$ cat src/hw/rtl/pmb_pkg.sv
// ----------------------------------------------------------------------------
// pmb_pkg
// shared types and constants of the peak meter ballistics block
// ----------------------------------------------------------------------------
package pmb_pkg;

   localparam int LEVEL_BITS_DEFAULT = 24;
   localparam int QUEUE_DEPTH        = 2;

   // register indexes of the configuration port
   localparam int CSR_INDEX_BITS = 2;
   localparam logic [CSR_INDEX_BITS-1:0] CSR_FALLOFF_RATE = 2'd0;
   localparam logic [CSR_INDEX_BITS-1:0] CSR_HOLD_TIME    = 2'd1;

   localparam logic [15:0] FALLOFF_RATE_RESET = 16'd1280;
   localparam logic [15:0] HOLD_TIME_RESET    = 16'd4000;

   // operation codes
   localparam logic OP_APPLY = 1'b0;
   localparam logic OP_CLEAR = 1'b1;

   // meter range in 1/64 dB
   localparam logic signed [15:0] DB_FLOOR = -16'sd20352;
   localparam logic signed [15:0] DB_CEIL  = 16'sd12800;

   // elapsed time cap in microseconds
   localparam logic [19:0] US_CAP = 20'd1000000;

   typedef struct packed {
      logic        op;
      logic [23:0] peak_level;
      logic [23:0] elapsed_us;
   } req_type;

   typedef struct packed {
      logic signed [15:0] level_db;
      logic signed [15:0] held_db;
      logic [15:0]        hold_left_ms;
      logic               clip_flag;
   } rsp_type;

   // decoded item between front and back
   typedef struct packed {
      logic               op;
      logic               zero;    // magnitude is zero
      logic               clip;    // magnitude at or above full scale
      logic signed [6:0]  expo;    // top bit index minus full-scale index
      logic [31:0]        mant;    // normalized mantissa, q1.31
      logic [19:0]        us;      // capped elapsed time
   } cmd_type;

   typedef struct packed {
      logic [15:0] falloff_rate;
      logic [15:0] hold_time_ms;
   } csr_type;

endpackage

$ cat src/hw/rtl/pmb_front.sv
// ----------------------------------------------------------------------------
// pmb_front
// decodes one request beat: masking, clip test, normalization, time cap
// ----------------------------------------------------------------------------
module pmb_front #(
   parameter int LEVEL_BITS = 24
) (
   input  pmb_pkg::req_type req,
   output pmb_pkg::cmd_type cmd
);
   import pmb_pkg::*;

   localparam int FS = LEVEL_BITS - 2;

   logic [23:0] x;
   logic [4:0]  top;
   logic        clip;

   always_comb begin
      x    = '0;
      top  = '0;
      clip = 1'b0;
      for (int i = 0; i < 24; i++) begin
         x[i] = req.peak_level[i] && (i < LEVEL_BITS);
      end
      for (int i = 0; i < 24; i++) begin
         if (x[i]) begin
            top = 5'(i);
         end
         if (i >= FS) begin
            clip = clip | x[i];
         end
      end
   end

   always_comb begin
      cmd      = '0;
      cmd.op   = req.op;
      cmd.zero = (x == '0);
      cmd.clip = clip;
      cmd.expo = $signed(7'(top)) - $signed(7'(FS));
      cmd.mant = {8'b0, x} << (5'd31 - top);
      cmd.us   = (req.elapsed_us > 24'(US_CAP)) ? US_CAP : req.elapsed_us[19:0];
   end

endmodule

$ cat config.mk
export PLATFORM = sky130hd
export DESIGN_NAME = pmb_front
export DESIGN_NICKNAME = d
export VERILOG_FILES = /design/src/hw/rtl/pmb_pkg.sv /design/src/hw/rtl/pmb_front.sv
export SDC_FILE = /design/constraint.sdc
export NUM_CORES = 1
export LEC_CHECK = 0
export BUFFER_PORTS_ARGS = -buffer_cell sky130_fd_sc_hd__buf_2
export CAP_MARGIN = 20
export CORE_MARGIN = 2
export CORE_UTILIZATION = 40
export DETAILED_ROUTE_END_ITERATION = 7
export PLACE_DENSITY = 0.81
export SYNTH_ARGS = -nofsm -noshare
export SYNTH_HDL_FRONTEND = slang
export SYNTH_SLANG_ARGS = --single-unit
$ cat constraint.sdc
create_clock -name vclk -period 2.1
set_input_delay 0.105 -clock vclk [all_inputs]
set_output_delay 0.105 -clock vclk [all_outputs]
set_load 0.02 [all_outputs]
==> results of run 1 <==
[Yosys cell counts, types with 4 or more instances]
cell	n	area share
o21ai_0	11	0.034
buf_2	6	0.019
nand3_1	4	0.013
a21oi_1	23	0.072
nand2b_1	11	0.043
nand2_1	27	0.063
o22ai_1	12	0.047
nor4_1	7	0.027
nor2_1	41	0.096
mux2i_1	22	0.14
and2_1	15	0.059
buf_4	11	0.052
inv_1	9	0.021
clkbuf_1	4	0.0094
[repair_timing]
action / in CTS
gates cloned: 1
setup buffers: 8
endpoints found under the setup margin: 36
hold buffers: 0
gates resized for setup: 71
pin swaps: 16
[stage by stage]
| stage | utilization | instance area [µm²] | std cells |
|---|---|---|---|
| 2_1_floorplan | - | 1738 | 268 |
| 3_3_place_gp | 0.7677 | 2874 | 487 |
| 3_5_place_dp | 0.7677 | 2874 | 487 |
| 4_1_cts | 0.8750 | 3276 | 496 |
[cells by family after synthesis]
logic type                 share of synthesized area
adders and majority gates                   0.007811
and+or+nand+nor                               0.3586
other                                       0.002342
buffers and inverters                         0.1227
muxes                                         0.1461
xor gates and xnor gates                    0.005470
AOI/OAI and AO/OA                             0.3570
==> impl_metrics.ini, run 1 <==
[sta]
endpoint_type = top-level output
grt-worst-endpoint = cmd[43]

[place]
hpwlAfterDp_um = 6180
routabilityCongestion = 0.9663
preCtsSetupSlack_ps = -538.7
numPortBuffers = 101

[yosys]
syn_avg_cell_area_um2 = 6.136
synthCells = 261
netlist_area_mm2 = 0.001602
yosysSeqAreaShare = 0
synth_cell_types = 52
yosysWarnings = 0

[floorplan]
start_util = 0.4278
fp-row-count = 22
io_pins = 111
die_y_um = 67.28
die_w_um = 67.28

[global_route]
grt_max_degree = 17

[status]
status = did not finish
error = [ERROR DPL-0038] Utilization greater than 100%, impossible to legalize
failing_step = global routing (5_1_grt)
==> run 2: changes to the inputs <==
--- a/config.mk
+++ b/config.mk
@@ -8,9 +8,9 @@
 export BUFFER_PORTS_ARGS = -buffer_cell sky130_fd_sc_hd__buf_2
 export CAP_MARGIN = 20
 export CORE_MARGIN = 2
-export CORE_UTILIZATION = 40
+export CORE_UTILIZATION = 31
 export DETAILED_ROUTE_END_ITERATION = 7
-export PLACE_DENSITY = 0.81
+export PLACE_DENSITY_LB_ADDON = 0.15
 export SYNTH_ARGS = -nofsm -noshare
 export SYNTH_HDL_FRONTEND = slang
 export SYNTH_SLANG_ARGS = --single-unit
==> constraint.sdc (replaced) <==
create_clock -name vclk -period 2.73
set_input_delay 0.1365 -clock vclk [all_inputs]
set_output_delay 0.1365 -clock vclk [all_outputs]
set_load 0.02 [all_outputs]
==> impl_metrics.ini, run 2 <==
[critical_path]
crit_slowest_cell = a221o_1
cp_max_fo = 9
start_kind = input port
cp-end-kind = output pin
max_stage_delay_ps = 340
critPathTopFamily = compound AO/OA/AOI/OAI gates
crit_type = input port to output pin
path_cells = buf_2, nand2b_1, a221o_1, a221o_1, a31oi_4, buf_12, mux2i_1, buf_4, mux2i_2, a21oi_1, a22oi_1, buf_2
worstPathRequired_ps = 2590
worstPathArrival_ps = 2480
path_buf_inv = 4

[yosys]
synth_top_area_cell = mux2i_1
synth_commonest_cells = nor2_1 (41), nand2_1 (27), a21oi_1 (23)
yosysWarnings = 0
syn_avg_cell_area_um2 = 6.136
yosysSeqAreaShare = 0
synthSimpleGateAreaFrac = 0.3586
synthXorXnorAreaFrac = 0.005469
synth_top_area_share = 0.1375
synthCells = 261
synth_cell_types = 52
netlist_area_mm2 = 0.001602
synthAdderAreaFrac = 0.007813
synth_most_common_cell = nor2_1
synth_area_leaders = mux2i_1 (14%), nor2_1 (9.6%), a21oi_1 (7.2%)
synth_top_family_by_area = simple AND/OR/NAND/NOR gates
synth_compound_area_frac = 0.3570
muxShareOfSynthArea = 0.1461

[sta]
slew_violations = 0
timing.final.crit_period_ps = 2614
hold_violations = 0
holdWs_ps = 273.0
slew_headroom = 0.5465
tightestPinTransition_ps = 674.0
max_freq_mhz = 382.5
rsz0062_at_grt = true
period_share = 0.9576
setup_ws_ps = 115.9
final-setup-viol-count = 0

[detailed_routing]
route.detailed.wl_per_inst_um = 14.31
via_count = 2400
dr.pass1.iters = 5
drt-total-wl_um = 6309
drc = 0
vias_per_cell = 5.442
final_antenna_net_count = 0
first_iter_violations = 202

[global_route]
grt.total_usage = 0.2069
grt_overflow_total = 0
grt_pass1_wl_um = 9556
antenna_found_initial = 0
grt_pass1_vias = 2030
grt_max_degree = 20

[place]
preCtsSetupSlack_ps = 34.66
numPlacedInstances = 440
numPortBuffers = 101
dpl_cell_area_mm2 = 0.002273
hpwlAfterDp_um = 5182
routabilityCongestion = 0.9386

[layout]
antennaDiodeCount = 0
final_cells = 441
nClkBuffers = 0
area_growth_pct = 47.81
drive_gt1_frac = 0.3962
design_area_mm2 = 0.002367
fin_nets = 423
final_cell_mix = buf_2 (100), nor2_1 (40), nand2_1 (27)
seq_cells = 0
layout_commonest_cell = buf_2
regArea_um2 = 0

[min_path]
min_path_type = input port to output pin

[power]
power_leakage_nw = 1.160
ir_worst_vdd_uv = 78.71
power_density_mw_per_mm2 = 222.7
power_mw = 0.5273

[floorplan]
die_y_um = 75.88
fp-row-count = 26
die_w_um = 75.88
io_pins = 111
start_util = 0.3176
fp.dieArea_mm2 = 0.005757
coreArea_mm2 = 0.005042

[status]
status = finished, final reports clean

[cts]
hold_buffers = 0

[run]
max_cap_viol_count = 0
[run 2: worst paths after layout]
check	start	to	slack (ps)	depth (start not counted)
setup / recovery	req[26]	cmd[43]	120	12
hold / removal	req[48]	cmd[61]	270	0
[run 2: logic make-up (layout without fill, tap and decap cells)]
group / Yosys count / count (layout)
buffers and inverters: 33 / 136
other: 1 / 8
and+or+nand+nor: 119 / 119
muxes: 23 / 23
xor gates and xnor gates: 1 / 1
adders and majority gates: 1 / 1
AOI/OAI and AO/OA: 83 / 83
[run 2: cell type report]
type                       instances  area, µm²
fill                             542       2675
multi-input combinational        235       1501
timing repair buffer             126      738.2
tap                               70      87.58
inverter                          10      40.04
[run 2: layer usage]
layer  global-route usage  part of all wire  wire length [µm]
met1               0.3038              0.44              2748
met2               0.3573              0.49              3100
met3             0.003968             0.068               431
met4             0.001949            0.0046                29
met5                    0                 0                 0
[run 2: what timing repair did]
| item | 4_1_cts | 5_1_grt |
|---|---|---|
| buffers inserted | 0 | 0 |
| resized for setup | 0 | 16 |
| endpoints found under the setup margin | 0 | 12 |
[run 2: metrics by stage]
| step | utilization | TNS, ps |
|---|---|---|
| 6_report | 0.4695 | 0 |
| 5_1_grt | 0.4695 | -6.345 |
| 4_1_cts | 0.4509 | 0 |
| 3_3_place_gp | 0.4509 | 0 |
| 2_1_floorplan | - | 0 |
| 3_5_place_dp | 0.4509 | 0 |
[run 2: where the power goes]
group	total (mW)	internal (mW)	leakage, nW	switching, mW
Combinational	0.527	0.207	1.16	0.320
Clock	0	0	0	0
Sequential	0	0	0	0
No activity file was read; power rests on OpenSTA's default activity.
==> run 3: changes to the inputs <==
--- a/config.mk
+++ b/config.mk
@@ -7,7 +7,7 @@
 export LEC_CHECK = 0
 export BUFFER_PORTS_ARGS = -buffer_cell sky130_fd_sc_hd__buf_2
 export CAP_MARGIN = 20
-export CORE_MARGIN = 2
+export CORE_MARGIN = 5
 export CORE_UTILIZATION = 31
 export DETAILED_ROUTE_END_ITERATION = 7
 export PLACE_DENSITY_LB_ADDON = 0.15
==> impl_metrics.ini, run 3 (same netlist as run 2, synthesis figures left out) <==
[cts]
cts_setup_buffers = 0

[sta]
timing.final.crit_period_ps = 2688
final-setup-viol-count = 0
slew_headroom = 0.4331
period_share = 0.9844
hold_violations = 0
max_freq_mhz = 372.1
slew_violations = 0
tightestPinTransition_ps = 839.7
rsz0062_at_grt = true

[detailed_routing]
dr.pass1.iters = 4
final_antenna_net_count = 0
via_count = 2391
route.detailed.wl_per_inst_um = 15.00
drc = 0
drt-total-wl_um = 6598
vias_per_cell = 5.434
first_iter_violations = 183

[layout]
area_growth_pct = 43.20
regArea_um2 = 0
drive_gt1_frac = 0.3865
seq_cells = 0
final_cells = 440
nClkBuffers = 0
final_cell_mix = buf_2 (101), nor2_1 (40), nand2_1 (27)
fin_nets = 422
fin_util = 0.4519
antennaDiodeCount = 0
layout_commonest_cell = buf_2

[global_route]
grt_max_degree = 18
grt_overflow_total = 0
grt_pass1_vias = 2170
grt.total_usage = 0.1848
antenna_found_initial = 0
grt_pass1_wl_um = 10150

[critical_path]
path_buf_inv = 3
critPathTopFamily = compound AO/OA/AOI/OAI gates
path_cells = buf_2, nand2b_1, a221o_1, a221o_1, a31oi_2, buf_4, mux2i_2, o221ai_1, a211oi_1, a221oi_1, buf_2
crit_type = input port to output pin
max_stage_delay_ps = 360
cp_max_fo = 10
worstPathRequired_ps = 2590
cp-end-kind = output pin
worstPathArrival_ps = 2550
start_kind = input port
crit_slowest_cell = mux2i_2

[power]
ir_worst_vdd_uv = 75.24
power_leakage_nw = 1.142
power_density_mw_per_mm2 = 220.3
power_mw = 0.5052

[min_path]
holdCritStartpoint = req[48]
hold_path_depth = 0
min_to = cmd[61]
min_path_type = input port to output pin

[floorplan]
die_y_um = 81.88
fp.dieArea_mm2 = 0.006704
die_w_um = 81.88
coreArea_mm2 = 0.005075
io_pins = 111
fp-row-count = 26
start_util = 0.3156

[status]
status = finished, final reports clean

[place]
numPlacedInstances = 440
routabilityCongestion = 0.8970
hpwlAfterDp_um = 5601
numPortBuffers = 101

[run]
max_cap_viol_count = 0
[run 3: stage by stage]
stage          setup slack [ps]  TNS (ps)  hold WS (ps)  cell area [µm²]
6_report                  42.49         0         273.0             2293
5_1_grt                  -40.79    -92.44         273.0             2293
4_1_cts                   15.26         0         273.2             2261
3_5_place_dp              4.218         0         273.2             2261
3_3_place_gp              46.17         0         273.2             2261
2_1_floorplan             408.9         0         385.6             1628
[run 3: report_power, final]
group / switching [mW] / internal, mW
Clock: 0 / 0
Combinational: 0.315 / 0.190
Sequential: 0 / 0
Total: 0.315 / 0.190
[run 3: layer usage]
layer	routed length [µm]	global-route usage
met5	0	0
met4	72	0.02492
met3	577	0.01754
met2	3198	0.3086
met1	2749	0.2606
[run 3: worst max-delay path by stage]
stage                     slack (ps)     from      end  cells past startpoint
after floorplan                  410  req[39]  cmd[49]                      9
after global placement            50  req[26]  cmd[44]                     11
after detailed placement           4  req[26]  cmd[50]                     11
after CTS                         20  req[26]  cmd[50]                     11
after global routing             -40  req[26]  cmd[44]                     11
final                             40  req[26]  cmd[49]                     11
[run 3: cell type report]
type	instances	area, µm²
Fill cell	570	2781
Inverter	10	37.54
Multi-Input combinational cell	235	1470
Tap cell	70	87.58
Timing Repair Buffer	125	698.2
[run 3: what timing repair did]
item / CTS / global route
hold buffers: 0 / 0
endpoints found under the setup margin: 0 / 8
resized for setup: 0 / 8
hold endpoints to repair: 0 / 0
==> run 4: changes to the inputs <==
--- a/config.mk
+++ b/config.mk
@@ -10,7 +10,6 @@
 export CORE_MARGIN = 5
 export CORE_UTILIZATION = 31
 export DETAILED_ROUTE_END_ITERATION = 7
-export PLACE_DENSITY_LB_ADDON = 0.15
 export SYNTH_ARGS = -nofsm -noshare
 export SYNTH_HDL_FRONTEND = slang
 export SYNTH_SLANG_ARGS = --single-unit
==> impl_metrics.ini, run 4 (same netlist as run 2, synthesis figures left out) <==
[status]
status = finished, final reports clean

[sta]
period_share = 0.9852
slew_headroom = 0.5526
max_freq_mhz = 371.8
final-setup-viol-count = 0
hold_violations = 0
rsz0062_at_grt = true
timing.setup.tns_ps = 0
holdWs_ps = 273.1
slew_violations = 0
setup_ws_ps = 40.50
timing.final.crit_period_ps = 2689
tightestPinTransition_ps = 664.9

[floorplan]
coreArea_mm2 = 0.005075
start_util = 0.3156
die_y_um = 81.88
die_w_um = 81.88
fp-row-count = 26
fp.dieArea_mm2 = 0.006704
io_pins = 111

[place]
dpl_cell_area_mm2 = 0.002298
preCtsSetupSlack_ps = 31.76
numPortBuffers = 101
routabilityCongestion = 0.8727
hpwlAfterDp_um = 5503

[critical_path]
worstPathRequired_ps = 2590
start_kind = input port
crit_type = input port to output pin
cp-end-kind = output pin
cp_max_fo = 18
worstPathArrival_ps = 2550

[detailed_routing]
drc = 0
dr.pass1.iters = 4
vias_per_cell = 5.382
final_antenna_net_count = 0
via_count = 2395
route.detailed.wl_per_inst_um = 14.93
drt-total-wl_um = 6644
first_iter_violations = 189

[global_route]
grt_max_degree = 19
antenna_found_initial = 0
grt_pass1_wl_um = 10440
grt_overflow_total = 0
grt_pass1_vias = 2330
grt.total_usage = 0.1884

[power]
power.share.clock = 0
seqPwrFrac = 0
net-switching-power_mw = 0.3208
power_leakage_nw = 1.153
power_density_mw_per_mm2 = 222.9
intPower_mw = 0.2076
switching_share = 0.6071
comb_power_share = 1.000
ir_worst_vdd_uv = 78.02

[layout]
final_cell_mix = buf_2 (101), nor2_1 (38), buf_4 (28)
design_area_mm2 = 0.002371
drive_gt1_frac = 0.4187
layout_commonest_cell = buf_2
seq_cells = 0
antennaDiodeCount = 0
regArea_um2 = 0
nClkBuffers = 0
area_growth_pct = 48.05
fin_nets = 427

[min_path]
hold_path_depth = 0
min_path_type = input port to output pin

[run]
max_cap_viol_count = 0

[cts]
hold_buffers = 0
## run 4: cell types whose count changed in the layout (fill, tap and decap cells not counted), moves of 2 or more
| cell | before | now |
|---|---|---|
| buf_4 | 23 | 28 |
| nor2_1 | 40 | 38 |
| mux2i_1 | 17 | 12 |
| nor2_2 | 1 | 3 |
| mux2i_2 | 6 | 10 |
## run 4: metrics by stage
stage / total power [mW] / util / cells
3_3_place_gp: 0.5019 / 0.4529 / 445
5_1_grt: 0.5768 / 0.4672 / 445
2_1_floorplan: 0.3216 / - / 268
3_5_place_dp: 0.5023 / 0.4529 / 445
4_1_cts: 0.5038 / 0.4529 / 445
6_report: 0.5284 / 0.4672 / 445
## run 4: layer usage
| layer | global-route usage | up-vias | share of wire |
|---|---|---|---|
| met3 | 0.02083 | 6 | 0.070 |
| met2 | 0.3352 | 95 | 0.51 |
| met4 | 0.04319 | 0 | 0.011 |
| met5 | 0 | - | 0 |
| li1 | - | 1180 | - |
| met1 | 0.2406 | 1114 | 0.41 |
## run 4: cell type report
type               instances  area, µm²
repair buffers           130      735.7
fillers                  572       2704
inverters                 10      38.79
well taps                 70      87.58
multi-input cells        235       1509
## run 4: repair_timing
item	4_1_cts	5_1_grt
buffers inserted	0	0
endpoints found under the setup margin	0	20
gates resized for setup	0	20
## run 4: power by group through the flow
| stage | Combinational [mW] | Clock [mW] | Sequential, mW |
|---|---|---|---|
| CTS | 0.504 | 0 | 0 |
| global placement | 0.502 | 0 | 0 |
| floorplan | 0.322 | 0 | 0 |
| detailed placement | 0.502 | 0 | 0 |
| finish | 0.528 | 0 | 0 |
| global route | 0.577 | 0 | 0 |
## run 4: final timing paths
path,endpoint,slack [ps],start
worst max-delay path,cmd[37],40,req[29]
worst min-delay path,cmd[61],270,req[48]
## run 4: worst max-delay path, cell delays in order
cell and delay [ps]:
buf_2 140, inv_1 50, a221o_1 340, a221o_1 310, a31oi_2 260, buf_12 210, mux2i_2 370, buf_4 180
o22ai_1 60, nor2_1 180, o32ai_1 130, buf_2 180
