[config.mk]
export PLATFORM = sky130hd
export DESIGN_NAME = pmb_fifo
export DESIGN_NICKNAME = d
export VERILOG_FILES = /design/src/hw/rtl/pmb_fifo.sv
export SDC_FILE = /design/constraint.sdc
export NUM_CORES = 1
export LEC_CHECK = 0
export ABC_AREA = 1
export BUFFER_PORTS_ARGS = -buffer_cell sky130_fd_sc_hd__buf_2
export CORE_UTILIZATION = 27
export CTS_CLUSTER_SIZE = 40
export DETAILED_ROUTE_END_ITERATION = 7
export PLACE_DENSITY = 0.54
export SLEW_MARGIN = 10
export SYNTH_ARGS = -nofsm -noshare
export SYNTH_HDL_FRONTEND = slang
export SYNTH_SLANG_ARGS = --single-unit
[constraint.sdc]
create_clock -name clock -period 1.8 [get_ports clock]
set_clock_uncertainty 0.2 [all_clocks]
set_input_delay 0.09 -clock clock [delete_from_list [all_inputs] [get_ports clock]]
set_output_delay 0.09 -clock clock [all_outputs]
set_load 0.01 [all_outputs]
[src/hw/rtl/pmb_fifo.sv]
// ----------------------------------------------------------------------------
// pmb_fifo
// small register queue with first-word fall-through read
// ----------------------------------------------------------------------------
module pmb_fifo #(
   parameter int WIDTH = 8,
   parameter int DEPTH = 2
) (
   input  logic             clock,
   input  logic             reset,
   input  logic             push,
   input  logic [WIDTH-1:0] wdata,
   output logic             full,
   input  logic             pop,
   output logic [WIDTH-1:0] rdata,
   output logic             empty
);
   localparam int PTR_W = (DEPTH > 1) ? $clog2(DEPTH) : 1;
   localparam int CNT_W = $clog2(DEPTH + 1);

   logic [WIDTH-1:0] mem_ff [DEPTH];
   logic [PTR_W-1:0] wr_ptr_ff, wr_ptr_in;
   logic [PTR_W-1:0] rd_ptr_ff, rd_ptr_in;
   logic [CNT_W-1:0] count_ff, count_in;
   logic             do_push, do_pop;

   assign full    = (count_ff == CNT_W'(DEPTH));
   assign empty   = (count_ff == '0);
   assign do_push = push && !full;
   assign do_pop  = pop && !empty;
   assign rdata   = mem_ff[rd_ptr_ff];

   always_comb begin
      wr_ptr_in = wr_ptr_ff;
      rd_ptr_in = rd_ptr_ff;
      count_in  = count_ff;
      if (do_push) begin
         wr_ptr_in = (wr_ptr_ff == PTR_W'(DEPTH - 1)) ? '0 : wr_ptr_ff + 1'b1;
      end
      if (do_pop) begin
         rd_ptr_in = (rd_ptr_ff == PTR_W'(DEPTH - 1)) ? '0 : rd_ptr_ff + 1'b1;
      end
      if (do_push && !do_pop) begin
         count_in = count_ff + 1'b1;
      end else if (do_pop && !do_push) begin
         count_in = count_ff - 1'b1;
      end
   end

   always_ff @(posedge clock) begin
      if (reset) begin
         wr_ptr_ff <= '0;
         rd_ptr_ff <= '0;
         count_ff  <= '0;
      end else begin
         wr_ptr_ff <= wr_ptr_in;
         rd_ptr_ff <= rd_ptr_in;
         count_ff  <= count_in;
      end
   end

   always_ff @(posedge clock) begin
      if (do_push) begin
         mem_ff[wr_ptr_ff] <= wdata;
      end
   end

endmodule

---- Yosys cells after proc, flatten, opt, wreduce, memory -nomap -nowiden ----
Memories as Yosys holds them, arrays and structs flattened. A register that Yosys moved wholly into a read port is not among the register bits.
Index checks and enable logic that the tools add are counted.
word-level totals
  bits in registers ....................... 4
  bits in latches ......................... 0
  RAM bits ................................ 16
  bits in read-only memories .............. 0
  input port bits ......................... 12
  output and inout port bits .............. 10
  word-level logic and storage cells ...... 27
  memories ................................ 1
memory list
  memory  words  width  read ports  clocked after memory_dff  write ports  line  source
  mem_ff  2      8      1           1                         1            21    logic [WIDTH-1:0] mem_ff [DEPTH];
operators by class
  $add $sub $neg .......................... 4
  $mul .................................... 0
  divide/modulo/power cells ............... 0
  magnitude comparators ................... 0
  equal/unequal tests ..................... 1
  shifts and indexed selects .............. 0
  muxes and demuxes ....................... 8
  bitwise operators ....................... 0
  reductions and logical operators ........ 10
operator list
  operator             count
  $mux 1               6
  $logic_and 1x1->1    4
  $logic_not 1->1      4
  $mux 2               2
  $add 1x1->1 const B  2
  $add 2x1->2 const B  1
  $eq 2x2->1 const B   1
  $logic_not 2->1      1
  $reduce_bool 2->1    1
  $sub 2x1->2 const B  1

---- Depth between registers and ports, before layout ----
Gate-level depths: netlist of run 1.
  depth in word-level cells ............... 7
  gate-level depth with buffers ........... 10
  depth with buffers taken out ............ 10

---- Worst setup path before layout of run 1 ----
OpenSTA, ideal clock, no wires.
  kind .................................... flip-flop to flip-flop
  start point ............................. register count_ff[0]
  end point ............................... memory mem_ff[1][0] (enable)
  setup time .............................. 0.370 ns
  data arrival time ....................... 0.951 ns
  data required time ...................... 1.230 ns
  slack ................................... 0.279 ns
  cell stages (with the launch flop) ...... 3
  buffers on the path ..................... 0
  clock period less this slack ............ 1.521 ns
  cell sequence ........................... dfxtp_1 o21ai_2 nor2_1
between the ends
  cells in the longest elaborated chain, start to end .. 5
ends and longest elaborated chain
  element                       line  source
  start, declared               24    logic [CNT_W-1:0] count_ff, count_in;
  start signal, assigned        58    count_ff <= count_in;
  $eq 2x2->1                    27    assign full = (count_ff == CNT_W'(DEPTH));
  $logic_not 1->1               29    assign do_push = push && !full;
  $logic_and 1x1->1             29
  $mux 1                        63    if (do_push) begin
  $mux 1 (implied by the code)  64    mem_ff[wr_ptr_ff] <= wdata;
  end, declared                 21
Every way passes these cells.

==> summary by stage, run 1 <==
Timing
Setup repair after global routing left no endpoint under its margin. The smallest clock period supported by the final layout is computed as about 1.6 ns. Setup slack closes at between 0.15 and 0.2 ns.

The measured slew at the worst slew-check pin is 0.359 ns. Setup violations remaining at the end of the flow were counted as 0. The final hold violation count is 0. Headroom to the max-slew limit came out at 0.761. The count of final max-slew check failures was 0. The final critical-path share of the clock period is 0.915. The sum of negative setup slack is 0 ns. Derived from the worst setup path, the maximum achievable clock frequency is 607 MHz.

Logic synthesis
The synthesized instance count is 62. Synthesis produced a netlist with a net count of 75. The cell type with the highest aggregate area in the netlist is edfxtp_1. The per-instance average area after synthesis is roughly 13 sq um.

The synthesized design contains 21 register bits. In this run, distinct cell masters in the synthesized netlist total 16. Ranked by total cell area, the synthesized netlist is headed by edfxtp_1 (58%), dfxtp_1 (12%), mux2_2 (11%).

The synthesis warning total is 0. The top cell type's share of synthesized area is 0.580. For this run, the register share of the synthesized area comes to 0.701. In this run the cell area of the synthesized design comes to around 830 sq um.

Floorplan
The width of the chip is 57.4 um. The number of core rows is 19. After floorplanning, the core was sized to cover between 2000 and 3000 sq um. From bottom edge to top edge, the die measures 57.4 um. For this design the top-level I/O count stands at 22.

The die covers between 3000 and 4000 sq um. The starting density of the core is 0.293.

Clock tree
In this run the clock root is driven by a clkbuf_4. The CTS tree is yes. The clock latency on the worst-skew pair is slightly below 0.3 ns. The tree built by TritonCTS fans out to 21 sinks. In this run the number of H-tree levels came out at 1. The number of clock buffers inserted by TritonCTS is 3. The clock transition at the register clock pins on the worst setup and hold paths after CTS is roughly 0.10 ns. The number of buffers between clock root and the deepest sink is 2.

After clock tree synthesis, the setup repair step added 0 buffers.

Route
The routed via count is between 500 and 600. The first detailed-routing pass took 5 iterations. The detailed-route vias per instance is just over 4. After detailed routing, the total wire length is 1.34 mm. The iteration-0 DRC count of the detailed router is 18. The count of nets left with antenna violations after detail routing is 0. The post-detailed-route wirelength per cell is around 10 um. The DRC violation count after routing is 3.

Layout
The area of combinational cells with multiple inputs is 209 sq um. The repair_antennas step left the layout with diodes totalling 0. The most frequent standard cell in the layout excluding fill and tap cells is buf_2.

In the layout the commonest cells are buf_2 (21), edfxtp_1 (16), dlygate4sd3_1 (11). The layout cell share with drive strength beyond 1 is 0.394. The count of fill cells added during filler insertion is 289.

Summing all flip-flop and latch instances after layout gives slightly below 600 sq um. The post-synthesis to final-layout area growth is 35.0%. The number of nets in the layout is roughly 110.

Global routing
The via count of the first global-routing pass is ~520. The first global-routing pass estimated 2.21 mm of wire. The total grt overflow is 0. The initial antenna violation count was 0. The total routing resource utilization after global routing is 0.0914. The pin count of the biggest net entering global routing is 12.

Setup path
The arrival time of data at the critical path endpoint is about 1.4 ns. The maximum fanout encountered on the critical timing path is 8. The required time reported for the critical path endpoint is around 1.5 ns. The type of the worst setup path is reg2out. STA classifies the critical path endpoint as an output port. The kind of start point of the critical path is a flop.

Hold path
The worst hold path class is in2reg.

Placement
The wire-length estimate of the detail-placed layout is around 930 um. The total of buffers placed on input and output ports is 21. The minimum setup slack after placement is about 0.19 ns. Routability-driven placement finished with a final weighted congestion of 0.713.

Flow run
The tool flagged a number of max-cap violations equal to 0.

Power
Power comes to ~1.3 mW. The total power density per cell area is about 1200 nW/um^2. The leakage dissipation is between 0.4 and 0.5 nW. The highest ir drop seen on vdd is ~530 uV.

Run status
The final reports fail on design-rule violations. The run finished, with violations left.
-- critical path, stage by stage, from the launching register on --
cell and delay [ns]:
dfxtp_1 0.55, mux2_2 0.38, buf_2 0.14
-- cells in the mapped netlist --
master    count
a21oi_1       1
and2_4        1
buf_2         1
dfxtp_1       5
edfxtp_1     16
ha_1          1
inv_1         7
inv_2         2
mux2_2        8
nand2_1       4
nand3_1       1
nand4_1       1
nor2_1        9
o21ai_0       2
o21ai_1       1
o21ai_2       2
-- sequential cells by signal, indices dropped and copies added (netlist names), named ones only --
signal / flops
rd_ptr_ff: 1
count_ff: 2
mem_ff: 16
wr_ptr_ff: 1
-- routing by layer --
metal	part of all wire	vias up	routed length (um)	GRT usage
li1	-	286	-	-
met1	0.50	238	669	0.109
met2	0.45	15	596	0.145
met3	0.054	0	72	0.0295
met4	0	0	0	0.0523
met5	0	-	0	0
-- worst paths after layout --
check                                                 to  cells after the start                     start  slack (ns)
worst min register to register    wr_ptr_ff$_SDFFE_PP0N_                      2    wr_ptr_ff$_SDFFE_PP0N_        0.33
worst min-delay path              mem_ff[1][7]$_DFFE_PP_                      2                  wdata[7]        0.32
worst max-delay path                            rdata[4]                      2                      flop        0.15
worst max register to register  count_ff[1]$_SDFFE_PP0P_                      9  count_ff[1]$_SDFFE_PP0P_        0.17
-- per-stage QoR --
step	hold WS (ns)	utilization	instance area (sq um)	std cells
2_1_floorplan	-0.0111	-	828	62
3_3_place_gp	0.0803	0.347	982	115
3_5_place_dp	0.0816	0.347	982	115
4_1_cts	0.303	0.395	1120	130
5_1_grt	0.303	0.395	1120	130
6_report	0.317	0.395	1120	130
-- cell families (layout without fill, tap and decap cells) --
kind of cell / count (synthesis) / count (layout) / synth area share
AO/OA/AOI/OAI: 6 / 6 / 0.0453
adder cells (fa/ha/maj): 1 / 1 / 0.0151
buffers and inverters: 10 / 47 / 0.0468
flip-flops: 21 / 21 / 0.701
multiplexers: 8 / 8 / 0.109
AND/OR/NAND/NOR: 16 / 16 / 0.0831
-- power by group --
part           internal [mW]  switching, mW  leakage [nW]  total [mW]
combinational          0.210          0.214         0.256       0.424
sequential             0.618         0.0669         0.191       0.685
clock                 0.0861          0.126        0.0150       0.212
total                  0.914          0.407         0.462        1.32
-- timing repair --
item,4_1_cts,5_1_grt
resized for setup,0,0
endpoints found under the setup margin,0,0
hold buffers,11,0
endpoints found under the hold margin,21,0
-- area by class of cell --
cell class,count,area share
Tap cell,31,0.0347
Clock buffer,4,0.0235
Multi-Input combinational cell,31,0.187
Sequential cell,21,0.519
Timing Repair Buffer,34,0.206
Inverter,9,0.0302
No activity file was read; power rests on OpenSTA's default activity.
==> run 2, diff against run 1 <==
CORE_ASPECT_RATIO = 0.7   (was default)
==> run 2 against run 1 <==
Against the previous run: the flow now finishes without violations; non-clock buffer count unchanged; count of clock-buffer cells in the layout is 1 lower; via count rose by 4.8%; fmax up 1.5%; hold slack worse by 0.011 ns; critical path depth did not move; combinational power increased by 2%; total power increased by 7.9%; design area increased by 2.5%; sequential power is 1% higher; register-to-register slack barely moved; core utilization is 0.50 points higher; highest routed layer is now met4.
==> summary by stage, run 2 (synthesis gave the netlist of run 1 again) <==
Timing
The sum of negative setup slack is 0 ns (unchanged). The final critical-path share of the clock period came to 0.901 (-0.0137). The clock period minus worst slack is 1.62 ns (-0.0246 ns). The worst setup margin is 0.178 ns (+0.0246 ns). The remaining max-slew budget at the tightest pin is 0.748 (-0.0124). The count of final max-slew check failures is 0 (unchanged). The final hold violation count is 0 (unchanged). The final count of negative-setup-slack endpoints is 0 (unchanged). The highest clock rate is 616 MHz (+1.5%).

Setup repair after global routing left no endpoint under its margin. The measured slew at the worst slew-check pin is 0.377 ns (+0.0185 ns).

Clock tree
The maximum level of the CTS H-tree is 1 (unchanged). The clock latency on the worst-skew pair came to 0.26 ns (-0.03 ns). Clock tree synthesis selected as its root buffer the cell clkbuf_8. The CTS sink count is 21 (unchanged). The number of buffers between clock root and the deepest sink was 2 (unchanged). The clock transition at the register clock pins on the worst setup and hold paths after CTS is 0.07 ns (-0.03 ns). The number of clock buffers inserted by TritonCTS is 3 (unchanged). The CTS tree is yes.

Floorplan
The width of the chip is 68.2 um (+19%). The core area came to 2860 sq um (+1.2%). The chip height came to 48.3 um (-16%). The number of core rows came to 16 (-3). The die footprint is 3300 sq um (+0.11%). The starting density of the core is 0.289 (-0.00346). The count of pins on the block boundary came to 22 (unchanged).

Route
The detailed-route vias per instance is 4.19 (+0.94%). The number of detailed-routing iterations run before antenna repair was 4 (-1). The final routed wirelength across all metal layers is 1.50 mm (+12%). The iteration-0 DRC count of the detailed router is 12 (-6). The routed via count is 565 (+4.8%). The count of nets left with antenna violations after detail routing came to 0 (unchanged). The post-detailed-route wirelength per cell is 11.1 um (+7.7%). The DRC violation count after routing was 0 (-3).

Layout
Leaving out fill and tap cells, the most frequent cells in the layout are buf_2 (21), edfxtp_1 (16), dlygate4sd3_1 (11). Compared with the post-synthesis result, the final layout area differs by 38.4%. The layout cell share with drive strength beyond 1 is 0.414 (+0.0202). The number of antenna cells inserted is 0 (unchanged).

Leaving out fill and tap cells, the most frequent cell in the layout is buf_2. The top register by number of flip-flops is mem_ff. The number of nets in the layout came to 113 (unchanged). The number of flip-flops under the largest register name is 16 (unchanged).

The largest registers in the layout are mem_ff (16), count_ff (2).

Power
The post-route total power is 1.43 mW (+7.9%). The internal power contribution was 0.985 mW (+7.8%). The switching share of power is 0.309 (+0.000814). The net switching component of the power is 0.440 mW (+8.2%). The logic gate share of total power came to 0.303 (-0.018).

The leakage dissipation is 0.473 nW (+2.3%). The portion of total power attributed to the clock network is 0.211 (+0.050). The sequential fraction of design power is 0.486 (-0.032). The total power density per cell area is 1240 nW/um^2 (+5.3%). The highest ir drop seen on vdd is 499 uV (-5.4%).

Global routing
The via count of the first global-routing pass came to 578 (+11%). The total grt overflow is 0 (unchanged). The pin count of the biggest net entering global routing was 13 (+1). The initial antenna violation count is 0 (unchanged). The total routing resource utilization after global routing came to 0.107 (+0.0156). The first-pass GRT wire length is 2.53 mm (+14%).

Setup path
The required time reported for the critical path endpoint was 1.51 ns (about the same). The arrival time of data at the critical path endpoint is 1.33 ns (-0.03 ns). The element type at the critical path end is an output port. The maximum fanout encountered on the critical timing path is 8 (unchanged). The kind of start point of the critical path is a flop.

The type of the worst setup path is reg2out.

Placement
The final weighted congestion of routability-driven global placement came to 0.693 (-2.8%). The sum of net half-perimeters after detailed placement was 1.04 mm (+12%). The total of buffers placed on input and output ports is 21 (unchanged). The minimum setup slack after placement is 0.171 ns (-0.0194 ns).

Flow run
The max-capacitance violation count was 0 (unchanged).

Run status
The flow ran to the end, and the final reports show no timing, DRC or antenna violations.

Hold path
The tightest min-delay check is of the reg2reg type.
run 2: cell types whose count changed in the layout (fill, tap and decap cells not counted), sizes merged:
| cell | before | now |
|---|---|---|
| clkbuf | 4 | 3 |
| clkinv | 0 | 1 |
run 2: power groups by stage:
stage          clock (mW)  combinational (mW)  sequential, mW
3_3_place_gp            0               0.409           0.701
5_1_grt             0.342               0.493           0.706
6_report            0.300               0.432           0.693
3_5_place_dp            0               0.419           0.701
4_1_cts             0.313               0.438           0.692
2_1_floorplan           0               0.298           0.669
run 2: layout make-up:
class / instances / area [sq um]
fill: 274 / 1720
sequential: 21 / 582
timing repair buffer: 34 / 230
multi-input combinational: 31 / 209
tap: 36 / 45.0
clock buffer: 3 / 41.3
inverter: 9 / 33.8
clock inverter: 1 / 5.00
run 2: timing repair:
item                       in CTS  in global routing
setup buffers                   0                  0
resized for setup               0                  1
hold endpoints to repair       21                  0
setup endpoints to repair       0                  1
hold buffers                   11                  0
run 2: path summary, 6_finish.rpt:
check,start,to,slack [ns],depth (start not counted)
worst max register to register,count_ff[0]$_SDFFE_PP0P_,count_ff[1]$_SDFFE_PP0P_,0.18,8
worst min-delay path,wr_ptr_ff$_SDFFE_PP0N_,wr_ptr_ff$_SDFFE_PP0N_,0.31,2
worst max-delay path,flop,rdata[3],0.18,2
worst min register to register,wr_ptr_ff$_SDFFE_PP0N_,wr_ptr_ff$_SDFFE_PP0N_,0.31,2
run 2: critical path: stages (launching register included):
cell	delay, ns
dfxtp_1	0.55
mux2_2	0.39
buf_2	0.14
run 2: through the flow:
| step | std cells | area [sq um] | utilization | hold slack [ns] |
|---|---|---|---|---|
| after floorplan | 62 | 828 | - | -0.0111 |
| after global placement | 120 | 988 | 0.345 | 0.0784 |
| after detailed placement | 120 | 988 | 0.345 | 0.0849 |
| after CTS | 135 | 1140 | 0.400 | 0.308 |
| after global routing | 135 | 1150 | 0.400 | 0.341 |
| final | 135 | 1150 | 0.400 | 0.306 |
run 2: layer usage:
layer	routed length, um	global-route usage	vias to the layer above
li1	-	-	286
met1	678	0.134	258
met2	704	0.165	19
met3	98	0.0566	2
met4	16	0.0174	0
met5	0	0	-
==> run 3, diff against run 2 <==
MAX_ROUTING_LAYER = met4   (was default)
==> run 3 against run 2 <==
Against the previous run: design area stayed put; core utilization is the same; cell count unchanged; non-clock buffer count stayed put; critical path type is now reg2reg.
==> summary by stage, run 3 (synthesis gave the netlist of run 1 again) <==
Power
The internal power contribution is 0.985 mW (about the same). The logic gate share of total power is 0.303 (about the same). The post-route total power is 1.43 mW (about the same). The sequential fraction of design power came to 0.485 (about the same). The highest ir drop seen on vdd came to 499 uV (about the same). The switching share of power is 0.310 (+0.000640). The portion of total power attributed to the clock network is 0.211 (about the same).

The total power density per cell area came to 1250 nW/um^2 (about the same). The net switching component of the power is 0.442 mW (+0.30%). The leakage dissipation is 0.473 nW (unchanged).

Route
The post-detailed-route wirelength per cell is 11.1 um (+0.20%). The count of nets left with antenna violations after detail routing came to 0 (unchanged). The routed via count is 562 (-0.53%). The final routed wirelength across all metal layers is 1.50 mm (+0.20%). The iteration-0 DRC count of the detailed router is 12 (unchanged).

The detailed-route vias per instance is 4.16 (-0.53%). The number of detailed-routing iterations run before antenna repair is 4 (unchanged). The DRC violation count after routing was 0 (unchanged).

Layout
The number of nets in the layout is 113 (unchanged). More flip-flops sit in one register than any other, and that register is mem_ff. Leaving out fill and tap cells, the most frequent cell in the layout is buf_2.

The number of flip-flops under the largest register name came to 16 (unchanged). In the layout the commonest cells are buf_2 (21), edfxtp_1 (16), dlygate4sd3_1 (11). The post-synthesis to final-layout area growth is 38.4% (unchanged). The layout cell share with drive strength beyond 1 is 0.414 (unchanged). The number of antenna cells inserted is 0 (unchanged). The largest registers in the layout are mem_ff (16), count_ff (2).

The count of fill cells added during filler insertion was 274 (unchanged).

Timing
The measured slew at the worst slew-check pin is 0.374 ns (-0.00304 ns). The remaining max-slew budget at the tightest pin is 0.750 (+0.00203). The clock period minus worst slack was 1.62 ns (-0.000514 ns). The final hold violation count is 0 (unchanged).

The count of final max-slew check failures came to 0 (unchanged). The highest clock rate is 617 MHz (about the same). The final count of negative-setup-slack endpoints came to 0 (unchanged). The sum of negative setup slack is 0 ns (unchanged). The final critical-path share of the clock period was 0.901 (about the same).

Setup repair after global routing left no endpoint under its margin.

Flow run
The max-capacitance violation count is 0 (unchanged).

Hold path
The hold path endpoint is wr_ptr_ff$_SDFFE_PP0N_. The worst hold path belongs to the class reg2reg. The cell depth of the worst min-delay path was 2 (unchanged).

The startpoint identified for the worst hold timing path is wr_ptr_ff$_SDFFE_PP0N_.

Setup path
The type of the worst setup path is reg2reg. The element type at the critical path end is a flop. The arrival time of data at the critical path endpoint was 1.62 ns (+0.29 ns).

The worst reg2reg path endpoint is count_ff[1]$_SDFFE_PP0P_. The maximum fanout encountered on the critical timing path is 8 (unchanged). The depth of the most critical reg-to-reg path is 8 (unchanged). STA classifies the critical path startpoint as a flop. The startpoint identified for the worst register-to-register timing path is count_ff[0]$_SDFFE_PP0P_.

The required time reported for the critical path endpoint came to 1.79 ns (+0.28 ns). The register-to-register path setup slack is 0.18 ns (about the same).

Floorplan
The core area is 2860 sq um (unchanged). The width of the chip is 68.2 um (unchanged). The die footprint is 3300 sq um (unchanged). The starting density of the core is 0.289 (unchanged). The count of pins on the block boundary is 22 (unchanged).

The number of core rows was 16 (unchanged). The chip height is 48.3 um (unchanged).

Placement
The sum of net half-perimeters after detailed placement was 1.04 mm (unchanged). The total of buffers placed on input and output ports is 21 (unchanged). The final weighted congestion of routability-driven global placement is 0.700 (+1.1%).

Clock tree
The clock latency on the worst-skew pair was 0.26 ns (about the same). The number of clock buffers inserted by TritonCTS was 3 (unchanged). The maximum level of the CTS H-tree is 1 (unchanged).

The number of buffers between clock root and the deepest sink was 2 (unchanged). The CTS sink count was 21 (unchanged). The clock transition at the register clock pins on the worst setup and hold paths after CTS is 0.08 ns (about the same). The CTS tree is yes. The post-CTS setup buffer count is 0 (unchanged). The root buffer cell chosen for the clock tree is clkbuf_8.

Global routing
The pin count of the biggest net entering global routing is 13 (unchanged). The via count of the first global-routing pass came to 573 (-0.87%). The first-pass GRT wire length is 2.55 mm (+1.1%). The total routing resource utilization after global routing came to 0.111 (+0.00402). The total grt overflow came to 0 (unchanged). The initial antenna violation count is 0 (unchanged).

Run status
The flow ran to the end, and the final reports show no timing, DRC or antenna violations.
[run 3: per-stage QoR]
stage | hold slack [ns] | cells | util | area (sq um) | setup slack [ns]
6_report | 0.306 | 135 | 0.400 | 1150 | 0.178
5_1_grt | 0.341 | 135 | 0.400 | 1150 | 0.0354
3_5_place_dp | 0.0849 | 120 | 0.345 | 988 | 0.171
4_1_cts | 0.308 | 135 | 0.400 | 1140 | 0.134
2_1_floorplan | -0.0111 | 62 | - | 828 | 0.279
3_3_place_gp | 0.0784 | 120 | 0.345 | 988 | 0.209
[run 3: worst max path at each step]
stage,startpoint,end,slack (ns),cells past startpoint
2_1_floorplan,count_ff[0]$_SDFFE_PP0P_,mem_ff[1][0]$_DFFE_PP_,0.28,2
3_3_place_gp,count_ff[1]$_SDFFE_PP0P_,count_ff[1]$_SDFFE_PP0P_,0.21,9
3_5_place_dp,count_ff[1]$_SDFFE_PP0P_,count_ff[1]$_SDFFE_PP0P_,0.17,9
4_1_cts,flop,rdata[3],0.13,2
5_1_grt,count_ff[1]$_SDFFE_PP0P_,count_ff[1]$_SDFFE_PP0P_,0.04,9
6_report,count_ff[0]$_SDFFE_PP0P_,count_ff[1]$_SDFFE_PP0P_,0.18,8
[run 3: power by group through the flow]
stage                     logic, mW  clock network [mW]  registers [mW]
after floorplan               0.298                   0           0.669
after global placement        0.409                   0           0.701
after detailed placement      0.419                   0           0.701
after CTS                     0.438               0.313           0.692
after global routing          0.493               0.342           0.706
final                         0.432               0.302           0.693
[run 3: critical path, stage by stage (launching register included)]
cell     delay (ns)
dfxtp_1        0.40
o21ai_2        0.24
inv_2          0.06
ha_1           0.27
inv_1          0.11
nand3_1        0.09
nand2_1        0.06
inv_1          0.04
nor2_1         0.09
[run 3: cell type report]
class	count	area, sq um	area share
Sequential cell	21	582	0.508
Timing Repair Buffer	34	230	0.201
Multi-Input combinational cell	31	209	0.182
Tap cell	36	45.0	0.0393
Clock buffer	3	41.3	0.0360
Inverter	9	33.8	0.0295
Clock inverter	1	5.00	0.00437
[run 3: what timing repair did]
action                                 CTS  global route
hold buffers                            11             0
setup endpoints to repair                0             1
endpoints found under the hold margin   21             0
resized for setup                        0             1
[run 3: routing by layer]
| layer | share of wire | vias up | GRT usage | wire length [um] |
|---|---|---|---|---|
| met1 | 0.45 | 259 | 0.135 | 673 |
| li1 | - | 286 | - | - |
| met4 | 0 | 0 | 0.0104 | 0 |
| met3 | 0.067 | 0 | 0.0590 | 100 |
| met5 | 0 | - | - | 0 |
| met2 | 0.48 | 17 | 0.168 | 725 |
